File: src/rtl/conv_tile_partition_search_unit_assert.svh
// Assertion macros for the convolution tile partition search unit
`ifndef CONV_TILE_PARTITION_SEARCH_UNIT_ASSERT_SVH
`define CONV_TILE_PARTITION_SEARCH_UNIT_ASSERT_SVH
// assert that a implies b on the next clock
`define CTPS_ASSERT_NEXT(label, clk, rst, a, b) \
  label: assert property (@(posedge clk) disable iff (rst) (a) |=> (b)) \
    else $error("assertion failed");
// assert that a implies b on the same clock
`define CTPS_ASSERT_SAME(label, clk, rst, a, b) \
  label: assert property (@(posedge clk) disable iff (rst) (a) |-> (b)) \
    else $error("assertion failed");
`endif

File: src/rtl/ctps_pkg.sv
// Types and constants for the convolution tile partition search unit
package ctps_pkg;
  typedef enum logic [3:0] {
    ST_IDLE, ST_CHECK, ST_AREA, ST_DIV_Q, ST_CIN, ST_ROWS, ST_COLS, ST_COST1, ST_COST2,
    ST_NEXT, ST_TIN, ST_TOUT, ST_BLOCKS, ST_LAST, ST_OSIZE, ST_OUT
  } state_t;

  typedef enum logic [1:0] {
    STATUS_OK = 2'd0,
    STATUS_KERNEL = 2'd1,
    STATUS_NOFIT = 2'd2
  } status_t;

  localparam logic [31:0] COST_LIMIT = 32'h4000_0000;
  localparam int DIV_W = 34;
  localparam logic [8:0] SIZE9_MAX = 9'd511;
endpackage

File: src/rtl/conv_tile_partition_search_unit.sv
// Convolution tile partition search: one layer description in, one tiling result out
// Search: (P-k+1)^2 candidate tiles, P the padded side, k the kernel; each candidate that fits the
// degree takes four divisions on one shared divider, one that does not is skipped; the result is then
// derived from the best tile on the same divider (not when nothing fits); a kernel error skips the search.
// One transaction at a time: in_ready is low while one is in work or its result waits.
// Reset: synchronous active-high rst clears control state and sets poly_degree to 4096.
`include "conv_tile_partition_search_unit_assert.svh"
module conv_tile_partition_search_unit (
  input  logic        clk,
  input  logic        rst,
  input  logic        cfg_we,
  input  logic [16:0] cfg_wdata,
  input  logic        in_valid,
  output logic        in_ready,
  input  logic [8:0]  map_side,
  input  logic [3:0]  pad_amount,
  input  logic [4:0]  kernel_side,
  input  logic [12:0] channels_in,
  input  logic [12:0] channels_out,
  input  logic [3:0]  step_size,
  output logic        out_valid,
  input  logic        out_ready,
  output logic [1:0]  status,
  output logic [8:0]  tile_h,
  output logic [8:0]  tile_w,
  output logic [12:0] tile_in_channels,
  output logic [12:0] tile_out_channels,
  output logic [12:0] out_channel_blocks,
  output logic [12:0] in_channel_blocks,
  output logic [8:0]  row_blocks,
  output logic [8:0]  col_blocks,
  output logic [16:0] last_coeff_index,
  output logic [8:0]  out_size
);
  localparam int DW = ctps_pkg::DIV_W;

  ctps_pkg::state_t state, state_next;
  logic [16:0] poly_degree;
  logic [9:0]  p, kk, hh, ww, bh, bw;
  logic [12:0] cin, cout;
  logic [3:0]  stride;
  logic [9:0]  span;
  logic [18:0] area;
  logic [DW-1:0] tmp, cost;
  logic [31:0] best;
  logic        found;
  logic [12:0] tin, tout;
  logic [2:0]  phase;
  logic [12:0] tin_pick;

  // shared divider: quotient of num/den, restoring, one bit per cycle
  logic [DW-1:0] dnum, dden, dq, drem;
  logic [5:0]    dcnt;
  logic          dbusy, dstart, ddone;
  logic [DW-1:0] dstart_num, dstart_den;
  logic [DW-1:0] dtrial;

  assign dtrial = {drem[DW-2:0], dnum[DW-1]};
  always_ff @(posedge clk) begin
    if (rst) begin
      dbusy <= 1'b0;
      ddone <= 1'b0;
    end else begin
      ddone <= 1'b0;
      if (dstart) begin
        dbusy <= 1'b1;
        dnum <= dstart_num;
        dden <= dstart_den;
        drem <= '0;
        dq <= '0;
        dcnt <= 6'(DW);
      end else if (dbusy) begin
        if (dtrial >= dden) begin
          drem <= dtrial - dden;
          dq <= {dq[DW-2:0], 1'b1};
        end else begin
          drem <= dtrial;
          dq <= {dq[DW-2:0], 1'b0};
        end
        dnum <= {dnum[DW-2:0], 1'b0};
        dcnt <= dcnt - 6'd1;
        if (dcnt == 6'd1) begin
          dbusy <= 1'b0;
          ddone <= 1'b1;
        end
      end
    end
  end

  // ceiling division helper: (a+b-1)/b, zero when b is zero
  function automatic logic [DW-1:0] cnum(input logic [DW-1:0] a, input logic [DW-1:0] b);
    cnum = (b == '0) ? '0 : a + b - 1'b1;
  endfunction
  function automatic logic [DW-1:0] cden(input logic [DW-1:0] b);
    cden = (b == '0) ? {{(DW-1){1'b0}}, 1'b1} : b;
  endfunction

  assign in_ready = (state == ctps_pkg::ST_IDLE) && !out_valid;
  assign tin_pick = (DW'(cin) < dq) ? cin : dq[12:0];

  always_ff @(posedge clk) begin
    if (rst) begin
      state <= ctps_pkg::ST_IDLE;
      poly_degree <= 17'd4096;
      out_valid <= 1'b0;
    end else begin
      state <= state_next;
      if (cfg_we) poly_degree <= cfg_wdata;
      if (state == ctps_pkg::ST_OUT) out_valid <= 1'b1;
      else if (out_valid && out_ready) out_valid <= 1'b0;
    end
  end

  always_comb begin
    state_next = state;
    dstart = 1'b0;
    dstart_num = '0;
    dstart_den = {{(DW-1){1'b0}}, 1'b1};
    case (state)
      ctps_pkg::ST_IDLE: if (in_valid && in_ready) state_next = ctps_pkg::ST_CHECK;
      ctps_pkg::ST_CHECK: begin
        if (kk == 10'd0 || kk > p) state_next = ctps_pkg::ST_OUT;
        else state_next = ctps_pkg::ST_AREA;
      end
      ctps_pkg::ST_AREA: begin
        if (area > {2'b00, poly_degree}) state_next = ctps_pkg::ST_NEXT;
        else begin
          dstart = 1'b1;
          dstart_num = DW'(poly_degree);
          dstart_den = DW'(area);
          state_next = ctps_pkg::ST_DIV_Q;
        end
      end
      ctps_pkg::ST_DIV_Q: if (ddone) begin
        dstart = 1'b1;
        dstart_num = cnum(DW'(cin), dq);
        dstart_den = cden(dq);
        state_next = ctps_pkg::ST_CIN;
      end
      ctps_pkg::ST_CIN: if (ddone) begin
        dstart = 1'b1;
        dstart_num = DW'(span) + DW'(hh - kk);
        dstart_den = DW'(hh - kk + 10'd1);
        state_next = ctps_pkg::ST_ROWS;
      end
      ctps_pkg::ST_ROWS: if (ddone) begin
        dstart = 1'b1;
        dstart_num = DW'(span) + DW'(ww - kk);
        dstart_den = DW'(ww - kk + 10'd1);
        state_next = ctps_pkg::ST_COLS;
      end
      ctps_pkg::ST_COLS: if (ddone) state_next = ctps_pkg::ST_COST1;
      ctps_pkg::ST_COST1: state_next = ctps_pkg::ST_COST2;
      ctps_pkg::ST_COST2: state_next = ctps_pkg::ST_NEXT;
      ctps_pkg::ST_NEXT: begin
        if (ww == p && hh == p) state_next = found ? ctps_pkg::ST_TIN : ctps_pkg::ST_OUT;
        else state_next = ctps_pkg::ST_AREA;
      end
      ctps_pkg::ST_TIN: begin
        if (phase == 3'd0) begin
          dstart = 1'b1;
          dstart_num = DW'(poly_degree);
          dstart_den = DW'(area);
        end else if (ddone) state_next = ctps_pkg::ST_TOUT;
      end
      ctps_pkg::ST_TOUT: begin
        if (phase == 3'd0) begin
          dstart = 1'b1;
          dstart_num = DW'(poly_degree);
          dstart_den = cden(tmp);
        end else if (ddone) state_next = ctps_pkg::ST_BLOCKS;
      end
      ctps_pkg::ST_BLOCKS: begin
        if (phase == 3'd0 || (phase != 3'd5 && ddone)) begin
          dstart = 1'b1;
          case (phase)
            3'd0: begin
              dstart_num = cnum(DW'(cout), DW'(tout));
              dstart_den = cden(DW'(tout));
            end
            3'd1: begin
              dstart_num = cnum(DW'(cin), DW'(tin));
              dstart_den = cden(DW'(tin));
            end
            3'd2: begin
              dstart_num = DW'(span) + DW'(bh - kk);
              dstart_den = DW'(bh - kk + 10'd1);
            end
            3'd3: begin
              dstart_num = DW'(span) + DW'(bw - kk);
              dstart_den = DW'(bw - kk + 10'd1);
            end
            default: begin
              dstart_num = DW'(p - kk) + DW'(stride);
              dstart_den = DW'(stride);
            end
          endcase
        end
        if (phase == 3'd5 && ddone) state_next = ctps_pkg::ST_LAST;
      end
      ctps_pkg::ST_LAST: state_next = ctps_pkg::ST_OSIZE;
      ctps_pkg::ST_OSIZE: state_next = ctps_pkg::ST_OUT;
      ctps_pkg::ST_OUT: state_next = ctps_pkg::ST_IDLE;
      default: state_next = ctps_pkg::ST_IDLE;
    endcase
  end

  logic [25:0] prod;
  logic [35:0] lastv;
  logic [35:0] lbase;
  assign prod = {13'd0, tout} * {13'd0, tin};
  assign lbase = 36'(20'(bw) * 20'(kk - 10'd1)) + 36'(kk) - 36'd1;

  always_ff @(posedge clk) begin
    case (state)
      ctps_pkg::ST_IDLE: if (in_valid && in_ready) begin
        p <= {1'b0, map_side} + {5'd0, pad_amount, 1'b0};
        kk <= {5'd0, kernel_side};
        cin <= channels_in;
        cout <= channels_out;
        stride <= (step_size == 4'd0) ? 4'd1 : step_size;
        found <= 1'b0;
        best <= ctps_pkg::COST_LIMIT;
        status <= ctps_pkg::STATUS_OK;
        tile_h <= '0; tile_w <= '0; tile_in_channels <= '0; tile_out_channels <= '0;
        out_channel_blocks <= '0; in_channel_blocks <= '0; row_blocks <= '0;
        col_blocks <= '0; last_coeff_index <= '0; out_size <= '0;
      end
      ctps_pkg::ST_CHECK: begin
        if (kk == 10'd0 || kk > p) status <= ctps_pkg::STATUS_KERNEL;
        span <= p - kk + 10'd1;
        hh <= kk;
        ww <= kk;
        area <= 19'(kk) * 19'(kk);
      end
      ctps_pkg::ST_CIN: if (ddone) tmp <= dq;
      ctps_pkg::ST_ROWS: if (ddone) cost <= DW'({10'd0, tmp[12:0]} * {13'd0, dq[9:0]});
      ctps_pkg::ST_COLS: if (ddone) tmp <= dq;
      ctps_pkg::ST_COST1: cost <= DW'({9'd0, cost[22:0]} * {22'd0, tmp[9:0]});
      ctps_pkg::ST_COST2: if (cost < DW'(best)) begin
        best <= cost[31:0];
        bh <= hh;
        bw <= ww;
        found <= 1'b1;
      end
      ctps_pkg::ST_NEXT: begin
        if (ww == p && hh == p) begin
          if (!found) status <= ctps_pkg::STATUS_NOFIT;
          else area <= 19'(bh) * 19'(bw);
        end else if (ww == p) begin
          ww <= kk;
          hh <= hh + 10'd1;
          area <= 19'(hh + 10'd1) * 19'(kk);
        end else begin
          ww <= ww + 10'd1;
          area <= 19'(hh) * 19'(ww + 10'd1);
        end
        phase <= 3'd0;
      end
      ctps_pkg::ST_TIN: begin
        if (phase == 3'd0) phase <= 3'd1;
        else if (ddone) begin
          tin <= tin_pick;
          tmp <= DW'({19'd0, tin_pick} * {13'd0, area});
          phase <= 3'd0;
        end
      end
      ctps_pkg::ST_TOUT: begin
        if (phase == 3'd0) phase <= 3'd1;
        else if (ddone) begin
          tout <= (tin == 13'd0) ? 13'd0 : ((DW'(cout) < dq) ? cout : dq[12:0]);
          phase <= 3'd0;
        end
      end
      ctps_pkg::ST_BLOCKS: begin
        if (phase == 3'd0) phase <= 3'd1;
        else if (ddone) begin
          case (phase)
            3'd1: out_channel_blocks <= dq[12:0];
            3'd2: in_channel_blocks <= dq[12:0];
            3'd3: row_blocks <= (dq > DW'(ctps_pkg::SIZE9_MAX)) ? ctps_pkg::SIZE9_MAX : dq[8:0];
            3'd4: col_blocks <= (dq > DW'(ctps_pkg::SIZE9_MAX)) ? ctps_pkg::SIZE9_MAX : dq[8:0];
            default: out_size <= (dq > DW'(ctps_pkg::SIZE9_MAX)) ? ctps_pkg::SIZE9_MAX : dq[8:0];
          endcase
          phase <= phase + 3'd1;
        end
      end
      ctps_pkg::ST_LAST: begin
        lastv <= 36'({17'd0, area[16:0]} * {17'd0, prod[16:0]});
      end
      ctps_pkg::ST_OSIZE: begin
        tile_h <= (bh > {1'b0, ctps_pkg::SIZE9_MAX}) ? ctps_pkg::SIZE9_MAX : bh[8:0];
        tile_w <= (bw > {1'b0, ctps_pkg::SIZE9_MAX}) ? ctps_pkg::SIZE9_MAX : bw[8:0];
        tile_in_channels <= tin;
        tile_out_channels <= tout;
        if (prod == 26'd0)
          last_coeff_index <= (lbase > 36'(area)) ? 17'(lbase - 36'(area)) : 17'd0;
        else last_coeff_index <= 17'(lastv - 36'(area) + lbase);
      end
      default: ;
    endcase
  end

  `CTPS_ASSERT_SAME(a_ready_idle, clk, rst, in_ready, state == ctps_pkg::ST_IDLE)
  `CTPS_ASSERT_NEXT(a_out_after, clk, rst, state == ctps_pkg::ST_OUT, out_valid)
  `CTPS_ASSERT_SAME(a_no_overlap, clk, rst, out_valid, !in_ready)
  `CTPS_ASSERT_SAME(a_zero_on_err, clk, rst, out_valid && status != ctps_pkg::STATUS_OK,
                    tile_h == 9'd0)
endmodule
File: config.mk
export PLATFORM = sky130hd
export DESIGN_NAME = conv_tile_partition_search_unit
export DESIGN_NICKNAME = d
export VERILOG_FILES = /design/src/rtl/ctps_pkg.sv /design/src/rtl/conv_tile_partition_search_unit.sv
export VERILOG_INCLUDE_DIRS = /design/src /design/src/rtl
export SDC_FILE = /design/constraint.sdc
export NUM_CORES = 2
export LEC_CHECK = 0
export ABC_AREA = 0
export BUFFER_PORTS_ARGS = -buffer_cell sky130_fd_sc_hd__buf_2
export CORE_MARGIN = 2
export CORE_UTILIZATION = 60
export CTS_CLUSTER_SIZE = 28
export DETAILED_ROUTE_END_ITERATION = 7
export PLACE_DENSITY_LB_ADDON = 0.3
export RECOVER_POWER = 100
export SLEW_MARGIN = 20
export SYNTH_ARGS = -nofsm -noshare
export SYNTH_HDL_FRONTEND = slang
export SYNTH_SLANG_ARGS = --single-unit
File: constraint.sdc
create_clock -name clk -period 9.81 [get_ports clk]
set_clock_uncertainty 0.15 [all_clocks]
set_input_delay 2.4525 -clock clk [delete_from_list [all_inputs] [get_ports clk]]
set_output_delay 2.4525 -clock clk [all_outputs]
set_load 0.01 [all_outputs]
Word level (Yosys, flattened, before mapping)
Cells that the tools add are included.

Add/subtract/negate cells: 36. Multiplexer cells: 124. $mul: 10. Bitwise operators: 3. Order comparisons: 10. Reduce and logical (&&, ||, !) cells: 54. Eq/ne operators: 51.

Operators by type and width (count): 34-bit two-way mux (21); 34-bit one-hot mux with 4 select lines (2); 34-bit one-hot mux with 7 select lines (1); 34-bit one-hot mux with 6 select lines (1); 13-bit two-way mux (11); 10-bit by 34-bit adder with 34-bit output (4); 34-bit one-hot mux with 2 select lines (2); 9-bit two-way mux (13); 13-bit one-hot mux with 2 select lines (4); 19-bit two-way mux (5); 9-bit one-hot mux with 2 select lines (5); 17-bit two-way mux (5); 34-bit zero test (2); 13-bit by 34-bit < comparator with 1-bit output (2); 33-bit two-way mux (2); 32-bit two-way mux (2); 32-bit one-hot mux with 2 select lines (1); 4-bit one-hot mux with 16 select lines (1); 10-bit by 5-bit subtractor with 11-bit output (5); 4-bit two-way mux (13); 11-bit by 2-bit adder with 12-bit output, second input constant (4); 2-bit inequality test, second input constant (22); 10-bit two-way mux (4); 10-bit one-hot mux with 2 select lines (2); 75 further kinds (154).

Output and inout port bits: 118. Input bits: 70. Register bits after elaboration: 542.

Logic depth before layout (Yosys ltp)
Depth after elaboration: 8. Depth in mapped cells: 39. Gate-level depth less buffers: 37.

Worst setup path after synthesis
OpenSTA, ideal clock, no wires.

Path type: reg-to-reg. Start: register tout[7]. End: register lastv[16] (data pin). Buffers on the path: 2. Arrival time: 9.156 ns. Cell stages (with the launch flop): 38. Setup slack: 0.247 ns. Cell sequence: edfxtp_1 -> inv_1 -> clkbuf_1 -> nor2_1 -> fa_1 -> inv_1 -> fa_1 -> inv_1 -> fa_1 -> inv_1 -> fa_1 -> fa_1 -> inv_1 -> ha_1 -> buf_2 -> nand4_1 -> and3b_1 -> xnor2_1 -> (+2 left out) -> inv_1 -> fa_1 -> inv_1 -> fa_1 -> inv_1 -> fa_1 -> inv_1 -> fa_1 -> fa_1 -> xnor2_1 -> xnor2_1 -> xnor2_1 -> xnor2_1 -> xnor2_1 -> xnor2_1 -> xnor2_1 -> xnor3_1 -> xnor2_1.

Cells in the longest elaborated chain, start to end: 2.

Ends and longest elaborated chain: from (decl) (line conv_tile_partition_search_unit.sv:47) `logic [12:0] tin, tout;`; from (signal assigned) (line conv_tile_partition_search_unit.sv:271) `tout <= (tin == 13'd0) ? 13'd0 : ((DW'(cout) < dq) ? cout : dq[12:0]);`; 13-bit by 13-bit multiplier with 26-bit output (line conv_tile_partition_search_unit.sv:211) `assign prod = {13'd0, tout} * {13'd0, tin};`; 17-bit by 17-bit multiplier with 17-bit output (line conv_tile_partition_search_unit.sv:289) `lastv <= 36'({17'd0, area[16:0]} * {17'd0, prod[16:0]});`; to (signal assigned) (line conv_tile_partition_search_unit.sv:289); to (decl) (line conv_tile_partition_search_unit.sv:209) `logic [35:0] lastv;`.

No other way between the ends. A chain may end at the register's enable or synchronous reset.

Worst setup path after layout
Start: register tin[1]. End: register lastv[16] (data pin).

Cells in the longest elaborated chain, start to end: 2.

Ends and longest elaborated chain: from (decl) (line conv_tile_partition_search_unit.sv:47); from (signal assigned) (line conv_tile_partition_search_unit.sv:263) `tin <= tin_pick;`; 13-bit by 13-bit multiplier with 26-bit output (line conv_tile_partition_search_unit.sv:211); 17-bit by 17-bit multiplier with 17-bit output (line conv_tile_partition_search_unit.sv:289).

No other way between the ends.

==> results.md <==
STA:
- The total count of max-transition violations in the final report came to 681.
- The achievable frequency is 0.106 GHz.
- After layout, the minimum clock period comes to 9.41 ns.
- The slew at the pin with the worst max-slew slack is 3.04 ns.
- The hold violation count in the final report is 0.
- The worst-case headroom to the max-slew limit is -104%.
- The final critical path takes up 95.9% of the cycle.
- Setup violations remaining at the end of the flow were counted as 0.

GRT:
- The global-route wire length before repair is 386000 um.
- Global routing used 7.72% of the available met3 tracks.
- The overall overflow remaining after global route is 0.
- The initial antenna violation count is 14.
- Entering global routing, the biggest net connects 80 pins.
- In the global route stage, met2 resource usage came out at 60.0%.
- The total global-route track usage is 37.5%.
- The via count of the first global-routing pass is 66200.
- In this run the most used layer during global routing was met2.
- For met1 alone, demand over resource in global routing was 46.9%.

Outcome:
- The final reports fail on design-rule violations, max-capacitance violations, max-slew violations.
- The run finished, with violations left.

Worst hold path:
- The class of the tightest hold or removal check is reg2reg.

Synth:
- The prevailing post-synth register cell is edfxtp_1.
- Of all cell types, the one taking the most synthesized area is fa_1.
- In the post-synthesis netlist, the biggest area contributors are fa_1 24%, edfxtp_1 20%, ha_1 14%.
- The synthesized netlist occupies a cell area of 78700 um2.
- Counting every net in the synthesized netlist gives 10600.
- During synthesis, Yosys emitted a total of 0 warnings.
- The gate count after technology mapping is 8681.
- The fraction of registers with async set or reset after synthesis is 0%.
- Of the post-synthesis cell area, the dominant cell type holds 24.1%.
- The synthesis-stage register bit count is 541.
- The mean post-synth cell area is 9.07 um2.
- The sequential element share of the synthesized area is 20.3%.
- The count of different cell masters after synthesis is 106.
- Counting flops with a built-in enable in the synthesized netlist gives 517.

Worst setup path:
- Along the worst path, the maximum fanout reaches 4.
- The data arrival time of the critical path is 9.75 ns.
- The most critical setup path has its endpoint at lastv[16].
- The critical path starts at tin[1].
- The worst setup path is captured at a flop.
- The cell family with the largest share of critical-path delay is adder cells.
- Counting both buffers and inverters, the worst setup path holds a total of 6.
- The internal reg-to-reg setup slack is 0.40 ns.
- By instance count, the cell type seen most on the critical path is fa_1.
- The path type of the worst setup path is reg2reg.
- The destination of the worst register-to-register timing path is lastv[16].
- The beginning of the worst register-to-register path is tin[1].
- The length in cells of the worst reg-to-reg path is 34.
- The critical path crosses 34 cells after its start point.
- The startpoint kind of the worst setup timing path is a flop.
- The endpoint required time on the critical path is 10.15 ns.
- On the worst path, the slowest cell contributes a delay of 0.58 ns.
- The largest individual stage delay along the critical path comes from the cell fa_1.

Job:
- The total of max-cap violations is 19.

Floorplan:
- The I/O pin count is 188.
- The floorplan has 132 rows.
- In this run the standard cell core region covers 130000 um2.
- Measured along the x axis, the die boundary spans 366 um.
- The floorplan step defined a die boundary enclosing 134000 um2.
- In this run the vertical extent of the chip is 366 um.
- For this configuration, the core starts out at a cell density of 60.6%.

Placed design:
- In this run the cell area measured after placement is 82000 um2.
- At the end of routability-driven placement, the weighted congestion stood at 1.04.
- The quantity of I/O buffers inserted on ports is 187.
- Once detailed placement completed, the half-perimeter wirelength came to 196000 um.

Route:
- The detail route stage leaves a number of antenna-violating nets equal to 0.
- The first detailed-routing pass ran for 8 iterations.
- Summed over all layers, the routed wires come to 251000 um.
- Dividing the detail-routed wire length by the instance count gives 23.7 um.
- The DRC violation count after routing is 5.
- The first routing iteration left 5872 violations.
- The ratio of routed vias to standard cells is 6.07.
- The total via count in the routed design is 64300.

Clocking:
- TritonCTS built the clock tree.
- CTS saw 541 sinks.
- The number of buffers between clock root and the deepest sink is 3.
- In this run the number of H-tree levels came out at 3.
- The number of buffers created by CTS is 72.
- The count of hold-fix buffers inserted at cts is 0.
- The later pin in the worst-skew pair is clocked with a latency of 0.73 ns.
- After clock tree synthesis, the clock-pin slew on the worst setup and hold paths is 0.08 ns.
- The clock tree root driver cell is clkbuf_16.

Final layout:
- The relative area change from synthesis to final layout is 7.17%.
- Of the cells placed in the final design, the portion with a size suffix greater than 1 is 4.72%.
- The summed area of non-filler cells in the final layout is 84400 um2.
- After the last flow step, the layout net total stands at 10700.
-- final cells by class --
cell class	count	area (um2)
diodes	11	27.5
clock inverters	54	714
flip-flops and latches	541	16000
multi-input cells	6315	55900
repair buffers	395	2200
clock buffers	77	1820
inverters	1459	5480
fillers	10900	45500
well taps	1742	2180
-- worst min path at each step --
stage | end | slack, ns | cells after the start | startpoint
after detailed placement | out_valid | 0.33 | 2 | out_valid
after floorplan | bh[6] | 0.27 | 0 | hh[6]
after CTS | out_valid | 0.34 | 2 | out_valid
after global placement | out_valid | 0.33 | 2 | out_valid
final | out_valid | 0.34 | 2 | out_valid
after global routing | out_valid | 0.37 | 2 | out_valid
-- worst min-delay path: stages (launching register included) --
cell,delay (ns)
dfxtp_1,0.32
nand2b_1,0.07
a21oi_1,0.06
-- kinds of logic after synthesis --
kind of cell    after synthesis  synth area share [%]
simple gates               2662                  15.7
fa+ha+maj                  1844                  38.3
buf+inv                    1825                  8.76
compound gates             1251                  10.4
flops                       541                  20.3
xor+xnor                    450                  5.03
mux                         108                  1.39
-- synth_stat cells, drive strengths merged, types with 24 or more instances --
library cell  count
nand3            84
and3             56
o21a             47
nor4             49
nor2            662
o22ai            40
inv            1449
a222oi           26
clkbuf          335
edfxtp          517
a31oi            49
dfxtp            24
xnor2           269
nand2          1021
o211ai           49
o21ai           270
ha              898
a211oi           41
a21oi           335
o21bai           55
a21o            133
nand4            47
nor3            107
or3              28
fa              946
mux2i           100
and2            365
nand2b           98
buf              31
nor2b            74
xor2            180
-- placed cells by master, fill, tap and decap left out, drive strengths merged, types with 56 or more instances in the layout --
cell	instances
buf	217
edfxtp	517
clkbuf	255
nor2b	74
a21o	133
and3	56
and2	365
nand2	1021
o21ai	270
xor2	180
fa	946
ha	898
mux2i	100
a21oi	335
nand2b	98
nor3	107
nor2	662
inv	1458
nand3	84
xnor2	269
-- repair_timing --
action,in CTS,in global routing
buffers inserted,0,2
resized for setup,0,17
endpoints found under the setup margin,0,1
hold endpoints to repair,0,0
-- through the flow --
step	hold WS, ns	setup TNS, ns	setup WS (ns)	utilization [%]	instances
detailed placement	0.327	0	0.214	63.2	10500
global placement	0.326	0	0.237	63.2	10500
global route	0.373	-0.000604	-0.000604	65.0	10600
CTS	0.335	0	0.209	65.1	10600
finish	0.338	0	0.402	65.0	10600
floorplan	0.274	0	0.247	-	8681
-- per-layer routing --
layer	wire length, um	vias up
met3	24700	926
met5	112	-
met2	113000	3247
li1	-	28500
met1	94500	31600
met4	18200	18
-- flip-flops by register name (all words and copies together), names as in the netlist, 19 cells and up --
register  flops
dden         34
dnum         34
dq           34
tmp          34
cost         33
drem         33
best         32
area         19
Power is not shown: default switching activity piles up to over one toggle a cycle in this logic, so the estimate is an artifact.
